[src/design/pms_pkg.sv]
// pms_pkg: shared types and codes for the partitioned member set unit
// no dependencies; used by controller, datapath and top level
`timescale 1ns / 1ps
`default_nettype none

package pms_pkg;

   // request kinds, all four codes are meaningful
   typedef enum logic [1:0] {
      KIND_ADD          = 2'd0,
      KIND_REMOVE_ID    = 2'd1,
      KIND_REMOVE_INDEX = 2'd2,
      KIND_READ         = 2'd3
   } kind_type;

   // result status codes
   localparam logic [2:0] ST_OK         = 3'd0;
   localparam logic [2:0] ST_FULL       = 3'd1;
   localparam logic [2:0] ST_DUP        = 3'd2;
   localparam logic [2:0] ST_EMPTY      = 3'd3;
   localparam logic [2:0] ST_NOT_MEMBER = 3'd4;
   localparam logic [2:0] ST_RANGE      = 3'd5;
   localparam logic [2:0] ST_UNKNOWN    = 3'd6;

   // field widths
   localparam int ID_W    = 6;
   localparam int COUNT_W = 7;

   // controller states
   typedef enum logic [4:0] {
      S_CLEAR = 5'b00001,
      S_IDLE  = 5'b00010,
      S_CHECK = 5'b00100,
      S_SWAP1 = 5'b01000,
      S_SWAP2 = 5'b10000
   } state_type;

   // controller to datapath
   typedef struct packed {
      logic clear_step;
      logic capture;
      logic check;
      logic swap1;
      logic swap2;
   } cmd_type;

   // datapath to controller
   typedef struct packed {
      logic clear_done;
      logic early_done;
      logic late_done;
   } stat_type;

endpackage

`default_nettype wire

[src/design/pms_ram.sv]
// pms_ram: generic single write, single read ram with registered read data
// no dependencies
`timescale 1ns / 1ps
`default_nettype none

module pms_ram #(
   parameter int WIDTH = 6,
   parameter int DEPTH = 64
) (
   input  wire logic                     clock,
   input  wire logic                     wr_en,
   input  wire logic [$clog2(DEPTH)-1:0] wr_addr,
   input  wire logic [WIDTH-1:0]         wr_data,
   input  wire logic [$clog2(DEPTH)-1:0] rd_addr,
   output logic      [WIDTH-1:0]         rd_data
);

   logic [WIDTH-1:0] mem_ff [DEPTH];

   // write port
   always_ff @(posedge clock) begin
      if (wr_en) begin
         mem_ff[wr_addr] <= wr_data;
      end
   end

   // registered read port
   always_ff @(posedge clock) begin
      rd_data <= mem_ff[rd_addr];
   end

endmodule

`default_nettype wire

[src/design/pms_ctrl.sv]
// pms_ctrl: controller state machine of the partitioned member set unit
// depends on pms_pkg
`timescale 1ns / 1ps
`default_nettype none

module pms_ctrl (
   input  wire logic               clock,
   input  wire logic               reset,
   input  wire logic               start,
   output logic                    busy,
   input  wire pms_pkg::stat_type  stat,
   output pms_pkg::cmd_type        cmd
);

   pms_pkg::state_type state_ff;
   pms_pkg::state_type state_in;

   // next state
   always_comb begin
      state_in = state_ff;
      unique case (state_ff)
         pms_pkg::S_CLEAR: begin
            if (stat.clear_done) state_in = pms_pkg::S_IDLE;
         end
         pms_pkg::S_IDLE: begin
            if (start) state_in = pms_pkg::S_CHECK;
         end
         pms_pkg::S_CHECK: begin
            state_in = stat.early_done ? pms_pkg::S_IDLE : pms_pkg::S_SWAP1;
         end
         pms_pkg::S_SWAP1: begin
            state_in = stat.late_done ? pms_pkg::S_IDLE : pms_pkg::S_SWAP2;
         end
         pms_pkg::S_SWAP2: begin
            state_in = pms_pkg::S_IDLE;
         end
         default: begin
            state_in = pms_pkg::S_CLEAR;
         end
      endcase
   end

   always_ff @(posedge clock) begin
      if (reset) begin
         state_ff <= pms_pkg::S_CLEAR;
      end else begin
         state_ff <= state_in;
      end
   end

   // commands to the datapath
   always_comb begin
      cmd.clear_step = (state_ff == pms_pkg::S_CLEAR);
      cmd.capture    = (state_ff == pms_pkg::S_IDLE) && start;
      cmd.check      = (state_ff == pms_pkg::S_CHECK);
      cmd.swap1      = (state_ff == pms_pkg::S_SWAP1);
      cmd.swap2      = (state_ff == pms_pkg::S_SWAP2);
   end

   assign busy = (state_ff != pms_pkg::S_IDLE);

endmodule

`default_nettype wire

[src/design/pms_datapath.sv]
// pms_datapath: order and slot tables, member count and result registers
// depends on pms_pkg and pms_ram
`timescale 1ns / 1ps
`default_nettype none

module pms_datapath #(
   parameter int UNIVERSE_SIZE = 64
) (
   input  wire logic                           clock,
   input  wire logic                           reset,
   input  wire pms_pkg::cmd_type               cmd,
   output pms_pkg::stat_type                   stat,
   input  wire logic [1:0]                     req_kind,
   input  wire logic [pms_pkg::ID_W-1:0]       req_item_id,
   input  wire logic [pms_pkg::ID_W-1:0]       req_position,
   output logic                                rsp_valid,
   output logic [2:0]                          rsp_status,
   output logic [pms_pkg::ID_W-1:0]            rsp_item_out,
   output logic [pms_pkg::COUNT_W-1:0]         rsp_member_count
);

   localparam int IW = $clog2(UNIVERSE_SIZE);
   localparam logic [pms_pkg::COUNT_W-1:0] USIZE = pms_pkg::COUNT_W'(UNIVERSE_SIZE);
   localparam logic [IW-1:0] CLR_LAST = IW'(UNIVERSE_SIZE - 1);

   // captured request
   pms_pkg::kind_type              kind_ff;
   logic [pms_pkg::ID_W-1:0]       id_ff;
   logic [pms_pkg::ID_W-1:0]       pos_ff;

   // swap operands
   logic [IW-1:0] t_ff;
   logic [IW-1:0] a_ff;
   logic [IW-1:0] t_in;
   logic [IW-1:0] p_val;
   logic [IW-1:0] a_val;

   // control state
   logic [pms_pkg::COUNT_W-1:0] members_ff;
   logic [pms_pkg::COUNT_W-1:0] members_in;
   logic [pms_pkg::COUNT_W-1:0] members_m1;
   logic [IW-1:0]               clr_ff;
   logic                        rsp_valid_ff;
   logic                        rsp_valid_in;

   // result payload
   logic [2:0]               status_ff;
   logic [2:0]               status_in;
   logic [pms_pkg::ID_W-1:0] item_ff;
   logic [pms_pkg::ID_W-1:0] item_in;

   // table ports
   logic          ord_wr_en;
   logic [IW-1:0] ord_wr_addr;
   logic [IW-1:0] ord_wr_data;
   logic [IW-1:0] ord_pos_q;
   logic [IW-1:0] ord_t_q;
   logic          slot_wr_en;
   logic [IW-1:0] slot_wr_addr;
   logic [IW-1:0] slot_wr_data;
   logic [IW-1:0] slot_q;

   // checks
   logic       id_known;
   logic       early_err;
   logic [2:0] early_status;
   logic       late_err;
   logic [2:0] late_status;
   logic       is_read;

   // order table, position to id; two copies give two read addresses
   pms_ram #(.WIDTH(IW), .DEPTH(UNIVERSE_SIZE)) u_order_pos (
      .clock   (clock),
      .wr_en   (ord_wr_en),
      .wr_addr (ord_wr_addr),
      .wr_data (ord_wr_data),
      .rd_addr (pos_ff[IW-1:0]),
      .rd_data (ord_pos_q)
   );

   pms_ram #(.WIDTH(IW), .DEPTH(UNIVERSE_SIZE)) u_order_last (
      .clock   (clock),
      .wr_en   (ord_wr_en),
      .wr_addr (ord_wr_addr),
      .wr_data (ord_wr_data),
      .rd_addr (t_in),
      .rd_data (ord_t_q)
   );

   // slot table, id to position
   pms_ram #(.WIDTH(IW), .DEPTH(UNIVERSE_SIZE)) u_slot (
      .clock   (clock),
      .wr_en   (slot_wr_en),
      .wr_addr (slot_wr_addr),
      .wr_data (slot_wr_data),
      .rd_addr (id_ff[IW-1:0]),
      .rd_data (slot_q)
   );

   // partner slot: first free slot for add, last member for removes
   assign members_m1 = members_ff - pms_pkg::COUNT_W'(1);
   assign t_in = (kind_ff == pms_pkg::KIND_ADD) ? members_ff[IW-1:0] : members_m1[IW-1:0];

   assign id_known = ({1'b0, id_ff} < USIZE);
   assign is_read  = (kind_ff == pms_pkg::KIND_READ);

   // checks on count and fields, before any table read
   always_comb begin
      early_err    = 1'b0;
      early_status = pms_pkg::ST_OK;
      unique case (kind_ff)
         pms_pkg::KIND_ADD: begin
            if (members_ff >= USIZE) begin
               early_err    = 1'b1;
               early_status = pms_pkg::ST_FULL;
            end else if (!id_known) begin
               early_err    = 1'b1;
               early_status = pms_pkg::ST_UNKNOWN;
            end
         end
         pms_pkg::KIND_REMOVE_ID: begin
            if (members_ff == '0) begin
               early_err    = 1'b1;
               early_status = pms_pkg::ST_EMPTY;
            end else if (!id_known) begin
               early_err    = 1'b1;
               early_status = pms_pkg::ST_NOT_MEMBER;
            end
         end
         pms_pkg::KIND_REMOVE_INDEX: begin
            if (members_ff == '0) begin
               early_err    = 1'b1;
               early_status = pms_pkg::ST_EMPTY;
            end else if ({1'b0, pos_ff} >= members_ff) begin
               early_err    = 1'b1;
               early_status = pms_pkg::ST_RANGE;
            end
         end
         pms_pkg::KIND_READ: begin
            if ({1'b0, pos_ff} >= members_ff) begin
               early_err    = 1'b1;
               early_status = pms_pkg::ST_RANGE;
            end
         end
         default: begin
            early_err    = 1'b0;
            early_status = pms_pkg::ST_OK;
         end
      endcase
   end

   // target slot and id once the tables have been read
   assign p_val = (kind_ff == pms_pkg::KIND_REMOVE_INDEX) ? pos_ff[IW-1:0] : slot_q;
   assign a_val = (kind_ff == pms_pkg::KIND_REMOVE_INDEX) ? ord_pos_q : id_ff[IW-1:0];

   // membership checks on the looked-up slot
   always_comb begin
      late_err    = 1'b0;
      late_status = pms_pkg::ST_OK;
      if (kind_ff == pms_pkg::KIND_ADD && pms_pkg::COUNT_W'(p_val) < members_ff) begin
         late_err    = 1'b1;
         late_status = pms_pkg::ST_DUP;
      end else if (kind_ff == pms_pkg::KIND_REMOVE_ID &&
                   pms_pkg::COUNT_W'(p_val) >= members_ff) begin
         late_err    = 1'b1;
         late_status = pms_pkg::ST_NOT_MEMBER;
      end
   end

   // table writes: identity fill, then the two halves of the swap
   always_comb begin
      ord_wr_en    = 1'b0;
      ord_wr_addr  = clr_ff;
      ord_wr_data  = clr_ff;
      slot_wr_en   = 1'b0;
      slot_wr_addr = clr_ff;
      slot_wr_data = clr_ff;
      priority if (cmd.clear_step) begin
         ord_wr_en  = 1'b1;
         slot_wr_en = 1'b1;
      end else if (cmd.swap1 && !late_err && !is_read) begin
         ord_wr_en    = 1'b1;
         ord_wr_addr  = p_val;
         ord_wr_data  = ord_t_q;
         slot_wr_en   = 1'b1;
         slot_wr_addr = ord_t_q;
         slot_wr_data = p_val;
      end else if (cmd.swap2) begin
         ord_wr_en    = 1'b1;
         ord_wr_addr  = t_ff;
         ord_wr_data  = a_ff;
         slot_wr_en   = 1'b1;
         slot_wr_addr = a_ff;
         slot_wr_data = t_ff;
      end else begin
         ord_wr_en  = 1'b0;
         slot_wr_en = 1'b0;
      end
   end

   // result and member count
   always_comb begin
      rsp_valid_in = 1'b0;
      status_in    = status_ff;
      item_in      = item_ff;
      members_in   = members_ff;
      priority if (cmd.check && early_err) begin
         rsp_valid_in = 1'b1;
         status_in    = early_status;
         item_in      = '0;
      end else if (cmd.swap1 && late_err) begin
         rsp_valid_in = 1'b1;
         status_in    = late_status;
         item_in      = '0;
      end else if (cmd.swap1 && is_read) begin
         rsp_valid_in = 1'b1;
         status_in    = pms_pkg::ST_OK;
         item_in      = pms_pkg::ID_W'(ord_pos_q);
      end else if (cmd.swap2) begin
         rsp_valid_in = 1'b1;
         status_in    = pms_pkg::ST_OK;
         item_in      = '0;
         members_in   = (kind_ff == pms_pkg::KIND_ADD) ?
                        members_ff + pms_pkg::COUNT_W'(1) : members_m1;
      end else begin
         rsp_valid_in = 1'b0;
      end
   end

   // control registers
   always_ff @(posedge clock) begin
      if (reset) begin
         members_ff   <= '0;
         clr_ff       <= '0;
         rsp_valid_ff <= 1'b0;
      end else begin
         members_ff   <= members_in;
         rsp_valid_ff <= rsp_valid_in;
         if (cmd.clear_step) begin
            clr_ff <= clr_ff + IW'(1);
         end
      end
   end

   // payload registers
   always_ff @(posedge clock) begin
      status_ff <= status_in;
      item_ff   <= item_in;
      if (cmd.capture) begin
         kind_ff <= pms_pkg::kind_type'(req_kind);
         id_ff   <= req_item_id;
         pos_ff  <= req_position;
      end
      if (cmd.check) begin
         t_ff <= t_in;
      end
      if (cmd.swap1) begin
         a_ff <= a_val;
      end
   end

   assign stat.clear_done = (clr_ff == CLR_LAST);
   assign stat.early_done = early_err;
   assign stat.late_done  = late_err || is_read;

   assign rsp_valid        = rsp_valid_ff;
   assign rsp_status       = status_ff;
   assign rsp_item_out     = item_ff;
   assign rsp_member_count = members_ff;

endmodule

`default_nettype wire

[src/design/partitioned_member_set_unit.sv]
// partitioned_member_set_unit: top level, a set kept as a swap-partitioned permutation
// Result strobe, registered: count or field errors come from the check state, reads,
// duplicate and non-member results from the first swap state, add and remove from the
// second; one request in flight at a time. Throughput is set by the two-step swap over
// single-write-port tables. After reset a clearing pass loads the identity permutation
// while busy is high. The result strobe lasts one cycle; the receiver cannot stall.
`timescale 1ns / 1ps
`default_nettype none

module partitioned_member_set_unit #(
   parameter int UNIVERSE_SIZE = 64
) (
   input  wire logic                          clock,
   input  wire logic                          reset,
   input  wire logic                          start,
   output logic                               busy,
   input  wire logic [1:0]                    req_kind,
   input  wire logic [pms_pkg::ID_W-1:0]      req_item_id,
   input  wire logic [pms_pkg::ID_W-1:0]      req_position,
   output logic                               rsp_valid,
   output logic [2:0]                         rsp_status,
   output logic [pms_pkg::ID_W-1:0]           rsp_item_out,
   output logic [pms_pkg::COUNT_W-1:0]        rsp_member_count
);

   pms_pkg::cmd_type  cmd;
   pms_pkg::stat_type stat;

   // sequencing
   pms_ctrl u_ctrl (
      .clock (clock),
      .reset (reset),
      .start (start),
      .busy  (busy),
      .stat  (stat),
      .cmd   (cmd)
   );

   // tables and result registers
   pms_datapath #(.UNIVERSE_SIZE(UNIVERSE_SIZE)) u_datapath (
      .clock            (clock),
      .reset            (reset),
      .cmd              (cmd),
      .stat             (stat),
      .req_kind         (req_kind),
      .req_item_id      (req_item_id),
      .req_position     (req_position),
      .rsp_valid        (rsp_valid),
      .rsp_status       (rsp_status),
      .rsp_item_out     (rsp_item_out),
      .rsp_member_count (rsp_member_count)
   );

endmodule

`default_nettype wire
[config.mk]
export PLATFORM = sky130hd
export DESIGN_NAME = partitioned_member_set_unit
export DESIGN_NICKNAME = d
export VERILOG_FILES = /design/src/design/pms_pkg.sv /design/src/design/pms_ram.sv /design/src/design/pms_ctrl.sv /design/src/design/pms_datapath.sv /design/src/design/partitioned_member_set_unit.sv
export SDC_FILE = /design/constraint.sdc
export NUM_CORES = 1
export LEC_CHECK = 0
export BUFFER_PORTS_ARGS = -buffer_cell sky130_fd_sc_hd__buf_2
export CORE_MARGIN = 5
export CORE_UTILIZATION = 45
export DETAILED_ROUTE_END_ITERATION = 10
export SETUP_SLACK_MARGIN = 0.2
export SLEW_MARGIN = 20
export SYNTH_ARGS = -nofsm -noshare
export SYNTH_HDL_FRONTEND = slang
export SYNTH_HIERARCHICAL = 1
export SYNTH_SLANG_ARGS = --single-unit
[constraint.sdc]
create_clock -name clock -period 28.4 [get_ports clock]
set_input_delay 1.42 -clock clock [delete_from_list [all_inputs] [get_ports clock]]
set_output_delay 1.42 -clock clock [all_outputs]
set_load 0.1 [all_outputs]
==> out/metrics.cfg <==
[status]
status = finished clean

[worst_setup_path]
crit_path_start_kind = register
critical_path.max_fanout = 59
critPathMaxStageDelay_ns = 0.74
cp.arrival_ns = 6.59
path_cells = buf_4, inv_1, nor2_1, a21oi_1, ha_1, nand2b_1, a211o_1, a211oi_4, o211ai_1, buf_4, a21oi_2, a2bb2oi_4, buf_4, nand4_1, nor2_1
endpoint_kind = register
crit_family = simple AND/OR/NAND/NOR gates
crit_buf_inv = 4
cp_data_required_time_ns = 28.72
crit_type = reg -> reg
worst_path_max_delay_cell = a21oi_2
crit_top_cell = buf_4

[timing]
fin_crit_ns = 6.27
fin_skew_ns = 0.0312
fin_crit_sh_pct = 22.1
relSlewSlack_pct = 26.3
setup_viol = 0
finalHoldViolations = 0
worst_pin_slew_ns = 1.10
fmax_mhz = 160
rsz0062_at_grt = no
drv_slew = 0
fin_tns_setup_ns = 0

[min_path]
hold_class = reg -> reg

[die]
row_count = 120
io_pins = 35
start_util_pct = 45.5
die-area_um2 = 115000
fp.coreArea_um2 = 108000
fp.dieH_um = 340
die_w_um = 340

[logic_synthesis]
synth_nets = 2500
yosysSeqAreaShare_pct = 74.3
synth-seq-cells = 1224
ys.flop_type = edfxtp_1
syn_avg_cell_area_um2 = 19.8
synth_warnings = 6
synth_cells = 2466
synth-edff-count = 1181
synth.cell_area_um2 = 48900
post_synth_num_cell_types = 76
synth_async_sr_flop_share_pct = 0

[clock_tree]
clkTransAtPathRegs_ns = 0.06
cts_tree = built
root_buffer = clkbuf_16
postCtsHoldBufs = 0
clk_latency_ns = 0.70
cts_resized = 0
postCtsSetupBuffers = 0
clockBufferDepth = 3
clkSinkCount = 1224
htreeDepth = 3
cts_buffers = 119

[detailed_routing]
wl_per_cell_um = 27.6
vias = 24400
drc = 0
via_per_inst = 6.04
drtPass1Iterations = 5
ant_nets = 0
dr.first_iter.drc_count = 2656
routed_wl_mm = 112

[final_layout]
drive_gt1_share_pct = 23.2
syn_to_final_growth_pct = 11.6
fin_cells = 4041
fin_area_um2 = 54600
final_cell_mix = 1181 x edfxtp_1, 261 x mux4_2, 226 x nor2_1, 122 x clkbuf_16, 53 x mux2i_1
fillers = 8497
fin_nets = 2570
mostFrequentLayoutCell = edfxtp_1
diodes = 0

[power]
p_leak_uw = 0.0174
worst_ir_drop_vdd_uv = 48.4
p_per_area_nw_per_um2 = 67.5

[global_route]
track_usage_pct = 19.1
grt.overflow.total = 0
first_global_vias = 24500
grt_max_degree = 94
grt_pass1_wl_mm = 166
antenna_found_initial = 0

[placed_design]
dp_hpwl_mm = 67.5
place_area_um2 = 50500
dp.cells = 3816
io_buffers = 34
routabilityCongestion = 0.827

[run]
cap_violations = 0

flip-flops by register name (all words and copies together), names as in the netlist:
name                             flops
u_ctrl/state_ff                      5
u_datapath/a_ff                      6
u_datapath/clr_ff                    6
u_datapath/id_ff                     6
u_datapath/kind_ff                   2
u_datapath/pos_ff                    6
u_datapath/rsp_item_out              6
u_datapath/rsp_member_count          7
u_datapath/rsp_status                3
u_datapath/rsp_valid                 1
u_datapath/t_ff                      6
u_datapath/u_order_last/mem_ff     384
u_datapath/u_order_last/rd_data      6
u_datapath/u_order_pos/mem_ff      384
u_datapath/u_order_pos/rd_data       6
u_datapath/u_slot/mem_ff           384
u_datapath/u_slot/rd_data            6
worst register-to-register path, cell delays in order (launching register included):
cell       delay (ns)
edfxtp_1         0.32
buf_4            0.72
inv_1            0.18
nor2_1           0.16
a21oi_1          0.11
ha_1             0.31
nand2b_1         0.14
a211o_1          0.34
a211oi_4         0.28
o211ai_1         0.12
buf_4            0.26
a21oi_2          0.75
a2bb2oi_4        0.16
buf_4            0.55
nand4_1          0.76
nor2_1           0.74
cells in the mapped netlist, types with 19 or more instances:
| cell | n | area [um2] |
|---|---|---|
| mux2_2 | 41 | 462 |
| nand2_1 | 36 | 135 |
| a211oi_1 | 23 | 173 |
| nor2_1 | 226 | 848 |
| o22ai_1 | 37 | 231 |
| dfxtp_1 | 43 | 861 |
| clkbuf_1 | 51 | 191 |
| nand2b_1 | 26 | 163 |
| nor3_1 | 20 | 100 |
| edfxtp_1 | 1181 | 35500 |
| buf_6 | 19 | 214 |
| nor2b_1 | 26 | 163 |
| o221ai_1 | 27 | 236 |
| o22a_1 | 19 | 166 |
| a21oi_1 | 29 | 145 |
| mux4_2 | 261 | 5880 |
| buf_2 | 40 | 200 |
| nand3_1 | 42 | 210 |
| mux2i_1 | 53 | 531 |
worst paths after layout:
check / from / end / slack [ns] / cells past startpoint
max: u_datapath/pos_ff[0] / u_datapath/u_slot/mem_ff[15][2] / 22.13 / 15
min: u_datapath/rsp_item_out[0] / u_datapath/rsp_item_out[0] / 0.49 / 1
max reg2reg: u_datapath/pos_ff[0] / u_datapath/u_slot/mem_ff[15][2] / 22.13 / 15
min reg2reg: u_datapath/rsp_item_out[0] / u_datapath/rsp_item_out[0] / 0.49 / 1
routing by layer:
metal / track usage, % / vias up / wire length, um
met1: 28.1 / 12900 / 47900
met4: 4.47 / 0 / 2080
met5: 0 / - / 0
li1: - / 10300 / -
met3: 4.32 / 139 / 9290
met2: 29.4 / 1077 / 52200
area by class of cell:
type	instances	area (um2)	area share (%)
Timing Repair Buffer	81	563	1.03
Sequential cell	1224	36300	66.6
Clock buffer	144	3160	5.78
Inverter	19	76.3	0.140
Multi-Input combinational cell	1091	11800	21.7
Tap cell	1403	1760	3.22
Clock inverter	79	868	1.59
cell families (layout without fill, tap and decap cells):
family / count (synthesis) / after routing / synth area share [%]
flip-flops: 1224 / 1224 / 74.3
XOR/XNOR: 11 / 11 / 0.197
adder cells (fa/ha/maj): 17 / 17 / 0.435
AO/OA/AOI/OAI: 231 / 231 / 3.50
multiplexers: 373 / 373 / 15.0
buffers and inverters: 151 / 323 / 1.92
AND/OR/NAND/NOR: 459 / 459 / 4.59
metrics by stage:
step | hold WS (ns) | total power, uW | util (%) | setup WS [ns]
final | 0.488 | 3680 | 50.7 | 22.13
after global routing | 0.502 | 3810 | 50.7 | 21.71
after CTS | 0.488 | 3720 | 50.7 | 22.05
after detailed placement | 0.474 | 2120 | 47.0 | 22.08
after global placement | 0.476 | 2110 | 46.9 | 22.20
after floorplan | 0.439 | 2080 | - | 14.03
power breakdown:
part	total, uW	leakage, uW	switching, uW	internal (uW)
Combinational	78.0	0.00425	64.9	13.1
Clock	1610	0.00196	668	938
Sequential	2000	0.0112	3.68	2000
Power figures use the tool's default switching activity.
